### src/hdl/receive_match_queues_macros.svh
// ----------------------------------------------------------------------------
// receive_match_queues assertion macros
// Concurrent check wrappers, compiled out for synthesis.
// ----------------------------------------------------------------------------
`ifndef RECEIVE_MATCH_QUEUES_MACROS_SVH
`define RECEIVE_MATCH_QUEUES_MACROS_SVH

`ifndef SYNTHESIS
// same-cycle implication
`define RMQ_ASSERT_IMPL(label, clk, rst, ante, cons) \
  label: assert property (@(posedge clk) disable iff (rst) (ante) |-> (cons)) \
    else $error("receive_match_queues check failed");
// next-cycle implication
`define RMQ_ASSERT_NEXT(label, clk, rst, ante, cons) \
  label: assert property (@(posedge clk) disable iff (rst) (ante) |=> (cons)) \
    else $error("receive_match_queues check failed");
`else
`define RMQ_ASSERT_IMPL(label, clk, rst, ante, cons)
`define RMQ_ASSERT_NEXT(label, clk, rst, ante, cons)
`endif

`endif

### src/hdl/rmq_pkg.sv
// ----------------------------------------------------------------------------
// rmq_pkg
// Shared types and codes of the receive match queues.
// ----------------------------------------------------------------------------
`timescale 1ns / 1ps

package rmq_pkg;

  // request kind
  localparam logic FUNC_ARRIVE = 1'b0;
  localparam logic FUNC_POST   = 1'b1;

  // result status codes
  localparam logic [1:0] STAT_MATCHED    = 2'd0;
  localparam logic [1:0] STAT_POSTED     = 2'd1;
  localparam logic [1:0] STAT_UNEXPECTED = 2'd2;
  localparam logic [1:0] STAT_DROPPED    = 2'd3;

  localparam int HANDLE_W = 16;
  localparam int SRC_W    = 16;
  localparam int LEN_W    = 16;
  localparam int MSG_W    = 16;
  localparam int BUF_W    = 32;
  localparam int LEFT_W   = 5;

  // payload stored next to the key in each queue cell
  localparam int POSTED_DATA_W = HANDLE_W + BUF_W;
  localparam int UNEXP_DATA_W  = LEN_W + MSG_W;

  typedef enum logic [1:0] {
    ST_IDLE,
    ST_CMP,
    ST_UPD
  } rmq_state_t;

  // update command to a queue row
  typedef struct packed {
    logic commit;
    logic remove;
    logic append;
  } rmq_qop_t;

  // search status back from a queue row
  typedef struct packed {
    logic hit;
    logic full;
  } rmq_qstat_t;

endpackage

### src/hdl/rmq_in_if.sv
// ----------------------------------------------------------------------------
// rmq_in_if
// Request channel: message arrivals and receive posts.
// ----------------------------------------------------------------------------
`timescale 1ns / 1ps

interface rmq_in_if;
  logic        valid;
  logic        ready;
  logic        func;
  logic [15:0] src;
  logic [15:0] msg_length;
  logic [15:0] msg_ref;
  logic [31:0] buf_ref;

  modport source (output valid, func, src, msg_length, msg_ref, buf_ref, input ready);
  modport sink   (input valid, func, src, msg_length, msg_ref, buf_ref, output ready);
endinterface

### src/hdl/rmq_out_if.sv
// ----------------------------------------------------------------------------
// rmq_out_if
// Result channel: one result per request.
// ----------------------------------------------------------------------------
`timescale 1ns / 1ps

interface rmq_out_if;
  logic        valid;
  logic        ready;
  logic [1:0]  status;
  logic [15:0] handle;
  logic [15:0] match_src;
  logic [31:0] match_buf;
  logic [15:0] match_msg;
  logic [15:0] match_length;
  logic [4:0]  posted_left;

  modport source (output valid, status, handle, match_src, match_buf, match_msg,
                  match_length, posted_left, input ready);
  modport sink   (input valid, status, handle, match_src, match_buf, match_msg,
                  match_length, posted_left, output ready);
endinterface

### src/hdl/rmq_cell.sv
// ----------------------------------------------------------------------------
// rmq_cell
// One queue slot: key compare, first-hit chain and shift/append update.
// ----------------------------------------------------------------------------
`timescale 1ns / 1ps

module rmq_cell import rmq_pkg::*; #(
  parameter int DATA_W = 32
) (
  input  logic              clk,
  input  logic              rst,
  input  rmq_qop_t          op,
  input  logic [SRC_W-1:0]  key_src,
  input  logic              prev_valid,
  input  logic              hit_in,
  input  logic [DATA_W-1:0] found_in,
  input  logic              next_valid,
  input  logic [SRC_W-1:0]  next_src,
  input  logic [DATA_W-1:0] next_data,
  input  logic [SRC_W-1:0]  new_src,
  input  logic [DATA_W-1:0] new_data,
  output logic              valid,
  output logic              hit_out,
  output logic [DATA_W-1:0] found_out,
  output logic [SRC_W-1:0]  cur_src,
  output logic [DATA_W-1:0] cur_data
);

  logic [SRC_W-1:0]  src;
  logic [DATA_W-1:0] data;
  logic              match_q;
  logic              take_next;
  logic              take_new;

  assign cur_src  = src;
  assign cur_data = data;

  assign hit_out   = hit_in | match_q;
  // older cell already matched: pass its data through
  assign found_out = hit_in ? found_in : (match_q ? data : '0);

  // at or after the removed slot every cell shifts toward the head
  assign take_next = op.commit && op.remove && hit_out;
  // first free slot behind the valid run takes the new entry
  assign take_new  = op.commit && op.append && !valid && prev_valid;

  always_ff @(posedge clk) begin
    if (rst) begin
      valid   <= 1'b0;
      match_q <= 1'b0;
    end else begin
      match_q <= valid && (src == key_src);
      if (take_next) begin
        valid <= next_valid;
      end else if (take_new) begin
        valid <= 1'b1;
      end
    end
  end

  always_ff @(posedge clk) begin
    if (take_next) begin
      src  <= next_src;
      data <= next_data;
    end else if (take_new) begin
      src  <= new_src;
      data <= new_data;
    end
  end

endmodule

### src/hdl/rmq_queue.sv
// ----------------------------------------------------------------------------
// rmq_queue
// Ordered row of cells with fill count; oldest entry sits in cell 0.
// ----------------------------------------------------------------------------
`timescale 1ns / 1ps
`include "receive_match_queues_macros.svh"

module rmq_queue import rmq_pkg::*; #(
  parameter int DEPTH  = 16,
  parameter int DATA_W = 32,
  parameter int CNT_W  = 5
) (
  input  logic              clk,
  input  logic              rst,
  input  rmq_qop_t          op,
  input  logic [SRC_W-1:0]  key_src,
  input  logic [DATA_W-1:0] new_data,
  output rmq_qstat_t        stat,
  output logic [DATA_W-1:0] found_data,
  output logic [CNT_W-1:0]  count_next
);

  logic [CNT_W-1:0]  count;
  logic [DEPTH-1:0]  valid_vec;
  logic [DEPTH:0]    hit_chain;
  logic [DATA_W-1:0] found_chain [DEPTH+1];
  logic [SRC_W-1:0]  src_vec     [DEPTH];
  logic [DATA_W-1:0] data_vec    [DEPTH];

  assign hit_chain[0]   = 1'b0;
  assign found_chain[0] = '0;

  for (genvar i = 0; i < DEPTH; i++) begin : g_cell
    logic              prev_valid;
    logic              next_valid;
    logic [SRC_W-1:0]  next_src;
    logic [DATA_W-1:0] next_data;

    if (i == 0) begin : g_head
      assign prev_valid = 1'b1;
    end else begin : g_body
      assign prev_valid = valid_vec[i-1];
    end

    if (i == DEPTH - 1) begin : g_tail
      assign next_valid = 1'b0;
      assign next_src   = '0;
      assign next_data  = '0;
    end else begin : g_link
      assign next_valid = valid_vec[i+1];
      assign next_src   = src_vec[i+1];
      assign next_data  = data_vec[i+1];
    end

    rmq_cell #(.DATA_W(DATA_W)) u_cell (
      .clk        (clk),
      .rst        (rst),
      .op         (op),
      .key_src    (key_src),
      .prev_valid (prev_valid),
      .hit_in     (hit_chain[i]),
      .found_in   (found_chain[i]),
      .next_valid (next_valid),
      .next_src   (next_src),
      .next_data  (next_data),
      .new_src    (key_src),
      .new_data   (new_data),
      .valid      (valid_vec[i]),
      .hit_out    (hit_chain[i+1]),
      .found_out  (found_chain[i+1]),
      .cur_src    (src_vec[i]),
      .cur_data   (data_vec[i])
    );
  end

  assign stat.hit   = hit_chain[DEPTH];
  assign stat.full  = (count == CNT_W'(DEPTH));
  assign found_data = found_chain[DEPTH];

  always_comb begin
    count_next = count;
    if (op.commit && op.remove && stat.hit) begin
      count_next = count - CNT_W'(1);
    end else if (op.commit && op.append && !stat.full) begin
      count_next = count + CNT_W'(1);
    end
  end

  always_ff @(posedge clk) begin
    if (rst) begin
      count <= '0;
    end else begin
      count <= count_next;
    end
  end

  `RMQ_ASSERT_IMPL(a_count_tracks_valid, clk, rst, 1'b1, $countones(valid_vec) == 32'(count))
  `RMQ_ASSERT_NEXT(a_full_stays_full, clk, rst, op.commit && op.append && stat.full, count == CNT_W'(DEPTH))
  `RMQ_ASSERT_IMPL(a_hit_needs_entry, clk, rst, op.commit && stat.hit, count != '0)

endmodule

### src/hdl/receive_match_queues.sv
// Receive match queues: each request transaction is a message arrival or a
// receive post and yields exactly one result transaction. An arrival is
// matched against posted receives, a post against unexpected messages, both
// oldest entry first by source; a miss appends to the other queue, a full
// queue drops the request with status 3. Each transaction takes a compare
// state, in which every queue cell compares its stored source with the
// request, then an update state, in which the first-hit chain ripples from
// the oldest cell to the newest, the cells shift or append and the result
// loads the output register; the next request is accepted on that same edge.
// A result the sink does not take holds the block in the update cycle.
// The queues clear at once on reset through per-cell valid bits; no clearing
// pass.
// ----------------------------------------------------------------------------
// receive_match_queues
// Posted-receive and unexpected-message matching engine, top level.
// ----------------------------------------------------------------------------
`timescale 1ns / 1ps
`include "receive_match_queues_macros.svh"

module receive_match_queues import rmq_pkg::*; #(
  parameter int QUEUE_DEPTH = 16
) (
  input  logic     clk,
  input  logic     rst,
  rmq_in_if.sink   msg_in,
  rmq_out_if.source result
);

  localparam int CntW = $clog2(QUEUE_DEPTH + 1);

  rmq_state_t state, state_next;

  // captured request
  logic                req_func;
  logic [SRC_W-1:0]    req_src;
  logic [LEN_W-1:0]    req_len;
  logic [MSG_W-1:0]    req_msg;
  logic [BUF_W-1:0]    req_buf;
  logic [HANDLE_W-1:0] req_handle;

  logic [HANDLE_W-1:0] next_handle;

  logic accept;
  logic out_free;
  logic commit;

  rmq_qop_t   post_op, unexp_op;
  rmq_qstat_t post_stat, unexp_stat;
  logic [POSTED_DATA_W-1:0] post_found;
  logic [UNEXP_DATA_W-1:0]  unexp_found;
  logic [CntW-1:0]          post_cnt_next;
  logic [CntW-1:0]          unexp_cnt_next;

  // result being formed in the update cycle
  logic [1:0]          res_status;
  logic [HANDLE_W-1:0] res_handle;
  logic [SRC_W-1:0]    res_src;
  logic [BUF_W-1:0]    res_buf;
  logic [MSG_W-1:0]    res_msg;
  logic [LEN_W-1:0]    res_len;
  logic [LEFT_W-1:0]   res_left;

  assign accept   = msg_in.valid && msg_in.ready;
  assign out_free = !result.valid || result.ready;

  // ---- control FSM ----
  always_comb begin
    state_next = state;
    unique case (state)
      ST_IDLE: begin
        if (accept) state_next = ST_CMP;
      end
      ST_CMP: begin
        state_next = ST_UPD;
      end
      ST_UPD: begin
        if (out_free) state_next = accept ? ST_CMP : ST_IDLE;
      end
      default: begin
        state_next = ST_IDLE;
      end
    endcase
  end

  always_comb begin
    msg_in.ready = 1'b0;
    commit       = 1'b0;
    unique case (state)
      ST_IDLE: begin
        msg_in.ready = 1'b1;
      end
      ST_CMP: begin
        msg_in.ready = 1'b0;
      end
      ST_UPD: begin
        msg_in.ready = out_free;
        commit       = out_free;
      end
      default: begin
        msg_in.ready = 1'b0;
      end
    endcase
  end

  always_ff @(posedge clk) begin
    if (rst) begin
      state       <= ST_IDLE;
      next_handle <= '0;
    end else begin
      state <= state_next;
      // every post consumes a handle, dropped or not
      if (accept && msg_in.func == FUNC_POST) begin
        next_handle <= next_handle + HANDLE_W'(1);
      end
    end
  end

  always_ff @(posedge clk) begin
    if (accept) begin
      req_func   <= msg_in.func;
      req_src    <= msg_in.src;
      req_len    <= msg_in.msg_length;
      req_msg    <= msg_in.msg_ref;
      req_buf    <= msg_in.buf_ref;
      req_handle <= next_handle;
    end
  end

  // ---- queue commands ----
  // arrival: search posted, else queue as unexpected; post: the reverse
  always_comb begin
    post_op.commit  = commit;
    post_op.remove  = (req_func == FUNC_ARRIVE);
    post_op.append  = (req_func == FUNC_POST) && !unexp_stat.hit;
    unexp_op.commit = commit;
    unexp_op.remove = (req_func == FUNC_POST);
    unexp_op.append = (req_func == FUNC_ARRIVE) && !post_stat.hit;
  end

  rmq_queue #(
    .DEPTH  (QUEUE_DEPTH),
    .DATA_W (POSTED_DATA_W),
    .CNT_W  (CntW)
  ) u_posted (
    .clk        (clk),
    .rst        (rst),
    .op         (post_op),
    .key_src    (req_src),
    .new_data   ({req_handle, req_buf}),
    .stat       (post_stat),
    .found_data (post_found),
    .count_next (post_cnt_next)
  );

  rmq_queue #(
    .DEPTH  (QUEUE_DEPTH),
    .DATA_W (UNEXP_DATA_W),
    .CNT_W  (CntW)
  ) u_unexp (
    .clk        (clk),
    .rst        (rst),
    .op         (unexp_op),
    .key_src    (req_src),
    .new_data   ({req_len, req_msg}),
    .stat       (unexp_stat),
    .found_data (unexp_found),
    .count_next (unexp_cnt_next)
  );

  // ---- result assembly ----
  always_comb begin
    res_handle = '0;
    res_src    = '0;
    res_buf    = '0;
    res_msg    = '0;
    res_len    = '0;
    if (req_func == FUNC_ARRIVE) begin
      priority if (post_stat.hit) begin
        res_status = STAT_MATCHED;
        res_handle = post_found[POSTED_DATA_W-1 -: HANDLE_W];
        res_src    = req_src;
        res_buf    = post_found[BUF_W-1:0];
        res_msg    = req_msg;
        res_len    = req_len;
      end else if (unexp_stat.full) begin
        res_status = STAT_DROPPED;
      end else begin
        res_status = STAT_UNEXPECTED;
      end
    end else begin
      res_handle = req_handle;
      priority if (unexp_stat.hit) begin
        res_status = STAT_MATCHED;
        res_src    = req_src;
        res_buf    = req_buf;
        res_msg    = unexp_found[MSG_W-1:0];
        res_len    = unexp_found[UNEXP_DATA_W-1 -: LEN_W];
      end else if (post_stat.full) begin
        res_status = STAT_DROPPED;
      end else begin
        res_status = STAT_POSTED;
      end
    end
  end

  // posted count after this transaction, clipped to the field width
  assign res_left = (32'(post_cnt_next) > 32'd31) ? LEFT_W'(31) : LEFT_W'(post_cnt_next);

  // unexpected fill count only feeds its own queue
  logic unused_unexp_cnt;
  assign unused_unexp_cnt = ^unexp_cnt_next;

  // ---- output register ----
  always_ff @(posedge clk) begin
    if (rst) begin
      result.valid <= 1'b0;
    end else if (commit) begin
      result.valid <= 1'b1;
    end else if (result.ready) begin
      result.valid <= 1'b0;
    end
  end

  always_ff @(posedge clk) begin
    if (commit) begin
      result.status       <= res_status;
      result.handle       <= res_handle;
      result.match_src    <= res_src;
      result.match_buf    <= res_buf;
      result.match_msg    <= res_msg;
      result.match_length <= res_len;
      result.posted_left  <= res_left ^ LEFT_W'(unused_unexp_cnt & 1'b0);
    end
  end

  `RMQ_ASSERT_NEXT(a_cmp_then_upd, clk, rst, state == ST_CMP, state == ST_UPD)
  `RMQ_ASSERT_NEXT(a_handle_steps, clk, rst, accept && msg_in.func == FUNC_POST, next_handle == HANDLE_W'($past(next_handle) + HANDLE_W'(1)))
  `RMQ_ASSERT_IMPL(a_posted_counted, clk, rst, result.valid && result.status == STAT_POSTED, result.posted_left != '0)

endmodule

### src/flat_wrapper.sv
// flat-port wrapper written by rule: the top's interface ports become plain ports
module receive_match_queues_flat import rmq_pkg::*;
#(
  parameter int QUEUE_DEPTH = 16
)
  (clk, rst, msg_in_valid, msg_in_func, msg_in_src, msg_in_msg_length, msg_in_msg_ref, msg_in_buf_ref, msg_in_ready, result_valid, result_status, result_handle, result_match_src, result_match_buf, result_match_msg, result_match_length, result_posted_left, result_ready);
  rmq_in_if msg_in_i ();
  rmq_out_if result_i ();
  input  logic clk;
  input  logic rst;
  input wire logic [$bits(msg_in_i.valid)-1:0] msg_in_valid;
  input wire logic [$bits(msg_in_i.func)-1:0] msg_in_func;
  input wire logic [$bits(msg_in_i.src)-1:0] msg_in_src;
  input wire logic [$bits(msg_in_i.msg_length)-1:0] msg_in_msg_length;
  input wire logic [$bits(msg_in_i.msg_ref)-1:0] msg_in_msg_ref;
  input wire logic [$bits(msg_in_i.buf_ref)-1:0] msg_in_buf_ref;
  output wire logic [$bits(msg_in_i.ready)-1:0] msg_in_ready;
  output wire logic [$bits(result_i.valid)-1:0] result_valid;
  output wire logic [$bits(result_i.status)-1:0] result_status;
  output wire logic [$bits(result_i.handle)-1:0] result_handle;
  output wire logic [$bits(result_i.match_src)-1:0] result_match_src;
  output wire logic [$bits(result_i.match_buf)-1:0] result_match_buf;
  output wire logic [$bits(result_i.match_msg)-1:0] result_match_msg;
  output wire logic [$bits(result_i.match_length)-1:0] result_match_length;
  output wire logic [$bits(result_i.posted_left)-1:0] result_posted_left;
  input wire logic [$bits(result_i.ready)-1:0] result_ready;
  assign msg_in_i.valid = msg_in_valid;
  assign msg_in_i.func = msg_in_func;
  assign msg_in_i.src = msg_in_src;
  assign msg_in_i.msg_length = msg_in_msg_length;
  assign msg_in_i.msg_ref = msg_in_msg_ref;
  assign msg_in_i.buf_ref = msg_in_buf_ref;
  assign msg_in_ready = msg_in_i.ready;
  assign result_valid = result_i.valid;
  assign result_status = result_i.status;
  assign result_handle = result_i.handle;
  assign result_match_src = result_i.match_src;
  assign result_match_buf = result_i.match_buf;
  assign result_match_msg = result_i.match_msg;
  assign result_match_length = result_i.match_length;
  assign result_posted_left = result_i.posted_left;
  assign result_i.ready = result_ready;
  receive_match_queues #(.QUEUE_DEPTH(QUEUE_DEPTH)) u_core (.clk(clk), .rst(rst), .msg_in(msg_in_i), .result(result_i));
endmodule
### config.mk
export PLATFORM = sky130hd
export DESIGN_NAME = receive_match_queues_flat
export DESIGN_NICKNAME = d
export VERILOG_FILES = /design/src/hdl/rmq_pkg.sv /design/src/hdl/rmq_in_if.sv /design/src/hdl/rmq_out_if.sv /design/src/hdl/rmq_cell.sv /design/src/hdl/rmq_queue.sv /design/src/hdl/receive_match_queues.sv /design/src/flat_wrapper.sv
export VERILOG_INCLUDE_DIRS = /design/src /design/src/hdl
export SDC_FILE = /design/constraint.sdc
export NUM_CORES = 2
export LEC_CHECK = 0
export BUFFER_PORTS_ARGS = -buffer_cell sky130_fd_sc_hd__buf_2
export CAP_MARGIN = 25
export CORE_ASPECT_RATIO = 0.7
export CORE_MARGIN = 2
export CORE_UTILIZATION = 35
export DETAILED_ROUTE_END_ITERATION = 8
export PLACE_DENSITY = 0.56
export SLEW_MARGIN = 15
export SYNTH_ARGS = -nofsm -noshare
export SYNTH_HDL_FRONTEND = slang
export SYNTH_HIERARCHICAL = 1
export SYNTH_SLANG_ARGS = --single-unit
export TNS_END_PERCENT = 30
### constraint.sdc
create_clock -name clk -period 18 [get_ports clk]
set_input_delay 5.4 -clock clk [delete_from_list [all_inputs] [get_ports clk]]
set_output_delay 5.4 -clock clk [all_outputs]
set_load 0.005 [all_outputs]
==> results.json <==
{
  "final.min_clock_period_ns": 11.62,
  "critPathArrivalTime_ns": 12.35,
  "fmaxAchievable_ghz": 0.08603,
  "worst-r2r-cell-count": 20,
  "final_layout_fill_cell_count": 28703,
  "number_of_nets_in_the_finished_design": 7227,
  "finalCritPeriodShare_pct": 64.57,
  "slew_viol_final": 0,
  "switching_share_pct": 21.59,
  "layout-drive-gt1-share_pct": 35.14,
  "p_comb_share_pct": 6.3,
  "synth-warning-count": 6,
  "post-place-ws_ns": 6.471,
  "mean_cell_area_of_the_mapped_netlist_um2": 15.86,
  "postCtsSetupRepairBufs": 0,
  "cp_cell_instances": "or2_4, or2_4, or2_4, or2_4, or2_4, or2_4, or2_4, or2_4, or2_4, or2_4, or2_4, or2_4, or2_4, or2_4, or2_4, or2_4, nor2b_4, buf_4, buf_4, a22o_1",
  "gr-total-overflow": 0,
  "share_seq_of_total_power_pct": 51.5,
  "initial_core_util_pct": 35.26,
  "power_switching_mw": 2.305,
  "antenna_violating_nets_post_route": 0,
  "area.growth.synth_to_final_pct": 10.11,
  "r2r_start": "u_core/u_posted/g_cell[0].u_cell/match_q",
  "floorplan.rows": 171,
  "detail_route.wl_per_cell_um": 22.36,
  "die_width_um": 672.9,
  "port-buffer-count": 189,
  "timing.setup.critical_path_class": "flop to flop",
  "boundaryPins": 190,
  "clock_latency_ns": 0.88,
  "gpl.final_weighted_congestion": 0.8129,
  "hold_path_class": "flop to flop",
  "wl_um": 256400,
  "clock_path_buffers": 4,
  "route.vias.total": 58546,
  "dp.cells": 11030,
  "grt_setup_unrepaired": "false",
  "critical-path-top-cell-by-count": "sky130_fd_sc_hd__or2_4",
  "ctsHtreeMaxLevel": 4,
  "postCtsHoldBufs": 0,
  "crit_path_max_fanout": 52,
  "synth.cell_area_um2": 109600,
  "grt_first_pass_wirelength_um": 385100,
  "drt_first_pass_iters": 5,
  "post_synth_inst_count": 6913,
  "r2r_end": "u_core/result.match_buf[10]",
  "first_drt_iteration_drcs": 5856,
  "layoutNonFillerInstCount": 11470,
  "clock_tree_from_tritoncts": "built",
  "outcome": "finished, final reports clean",
  "power_leakage_nw": 43.42,
  "worst_slew_margin_rel_pct": 25.05,
  "post-dp-hpwl_um": 181900,
  "critical-path-slowest-cell": "sky130_fd_sc_hd__or2_4",
  "finalSetupViolations": 0,
  "worst_clock_skew_ns": 0.04567,
  "remaining_drc_errors": 0,
  "largest_net_degree_at_the_start_of_global_routing": 67,
  "worst-slew-pin-transition_ns": 1.124,
  "p_int_mw": 8.372,
  "grt_antenna_before_repair": 11,
  "cts_root_buf": "sky130_fd_sc_hd__clkbuf_16",
  "grt_use_total_pct": 15.62,
  "min_path_cells": 0,
  "postCtsResizedCells": 0,
  "setup.reg_to_reg.worst_slack_ns": 6.38,
  "worstPathRequired_ns": 18.73,
  "max-cap-violations": 0,
  "crit_path_max_incr_delay_ns": 0.70,
  "cts_made_buffers": 229,
  "timing.setup.tns_ns": 0,
  "tritoncts_num_sinks": 2085,
  "final.setup.worst_slack_ns": 6.377,
  "type_of_element_launching_the_critical_path": "flop",
  "cts.clk_slew.worst_paths_ns": 0.06,
  "die_area_um2": 317800,
  "dieHeight_um": 472.2,
  "p_clk_share_pct": 42.2,
  "min_to": "u_core/req_handle[15]",
  "holdCritStartpoint": "u_core/next_handle[15]",
  "peakVddDrop_mv": 0.07502,
  "grt_pass1_vias": 57043,
  "powerDensity_nw_per_um2": 88.45,
  "core_area_um2": 310900,
  "drt-vias-per-instance": 5.104,
  "finalHoldViolations": 0,
  "crit_path_end_kind": "flop"
}
-- layout by cell type (no fill, tap or decap), types with 35 or more instances in the layout --
cell,n
sky130_fd_sc_hd__mux2_4,626
sky130_fd_sc_hd__inv_1,38
sky130_fd_sc_hd__mux2_2,1171
sky130_fd_sc_hd__nor4_1,131
sky130_fd_sc_hd__xor2_1,481
sky130_fd_sc_hd__a22o_1,1328
sky130_fd_sc_hd__xnor2_1,40
sky130_fd_sc_hd__buf_2,188
sky130_fd_sc_hd__clkbuf_1,53
sky130_fd_sc_hd__clkinv_2,36
sky130_fd_sc_hd__clkbuf_16,232
sky130_fd_sc_hd__edfxtp_1,1992
sky130_fd_sc_hd__buf_4,87
sky130_fd_sc_hd__nand2_1,73
sky130_fd_sc_hd__nand4_1,35
sky130_fd_sc_hd__o21ai_0,37
sky130_fd_sc_hd__clkinv_1,47
sky130_fd_sc_hd__dfxtp_1,93
sky130_fd_sc_hd__conb_1,198
-- how the worst max path moves through the flow --
stage | slack (ns) | startpoint | cells after the start | end
floorplan | 0.09 | result_ready | 6 | u_core/u_posted/g_cell[0].u_cell/valid
global placement | 6.51 | result_ready | 4 | msg_in_ready
detailed placement | 6.47 | u_core/u_posted/g_cell[0].u_cell/match_q | 20 | u_core/result.match_buf[10]
CTS | 6.46 | u_core/u_posted/g_cell[0].u_cell/match_q | 20 | u_core/result.match_buf[14]
global route | 5.50 | u_core/u_posted/g_cell[0].u_cell/match_q | 20 | u_core/result.match_buf[10]
finish | 6.38 | u_core/u_posted/g_cell[0].u_cell/match_q | 20 | u_core/result.match_buf[10]
-- state kept, by name (all words and copies together), names as in the netlist, 16 cells and up --
register,flops
u_core/req_len,16
u_core/u_posted/g_cell.u_cell/cur_src,256
u_core/req_src,16
u_core/u_posted/g_cell.u_cell/cur_data,768
u_core/u_posted/g_cell.u_cell/match_q,16
u_core/u_unexp/g_cell.u_cell/valid,16
u_core/u_posted/g_cell.u_cell/valid,16
u_core/result.match_src,16
u_core/next_handle,16
u_core/u_unexp/g_cell.u_cell/match_q,16
u_core/u_unexp/g_cell.u_cell/cur_data,512
u_core/req_handle,16
u_core/result.match_buf,32
u_core/req_msg,16
u_core/result.handle,16
u_core/u_unexp/g_cell.u_cell/cur_src,256
u_core/result.match_length,16
u_core/result.match_msg,16
u_core/req_buf,32
-- cell type report --
class / count / area [um2] / area share [%]
clock buffers: 294 / 6128 / 5.077
well taps: 4152 / 5195 / 4.304
flip-flops and latches: 2085 / 61680 / 51.10
diodes: 4 / 10.01 / 0.008293
clock inverters: 114 / 1020 / 0.8448
repair buffers: 308 / 2188 / 1.813
multi-input cells: 4472 / 44330 / 36.73
inverters: 41 / 153.9 / 0.1275
-- per-stage QoR --
stage | power, mW | util, % | cell area [um2] | hold slack [ns]
after floorplan | 6.077 | - | 110400 | 0.4223
after global placement | 6.242 | 36.33 | 112900 | 0.4430
after detailed placement | 6.253 | 36.36 | 113100 | 0.4427
after CTS | 10.79 | 38.66 | 120200 | 0.4585
after global routing | 11.04 | 38.83 | 120700 | 0.4812
final | 10.68 | 38.83 | 120700 | 0.4570
-- critical path: cells and delay by family (launching register included) --
family / cells / cell delay [ns]
buf+inv: 2 / 1.00
compound gates: 1 / 0.26
simple gates: 17 / 9.65
flops: 1 / 0.34
-- power by group through the flow --
stage | Clock [mW] | Sequential, mW | Combinational (mW)
floorplan | 0 | 5.58 | 0.498
global placement | 0 | 5.61 | 0.633
detailed placement | 0 | 5.61 | 0.643
CTS | 4.63 | 5.51 | 0.650
global route | 4.80 | 5.51 | 0.731
finish | 4.50 | 5.50 | 0.672
-- per-layer routing --
| metal | up-vias | wire (um) | GRT usage (%) |
|---|---|---|---|
| met4 | 4 | 4309 | 3.083 |
| li1 | 27950 | - | - |
| met5 | - | 23 | 0 |
| met3 | 275 | 18090 | 2.413 |
| met2 | 1902 | 82540 | 17.09 |
| met1 | 28415 | 151500 | 29.09 |
(Power assumes the default switching activity.)
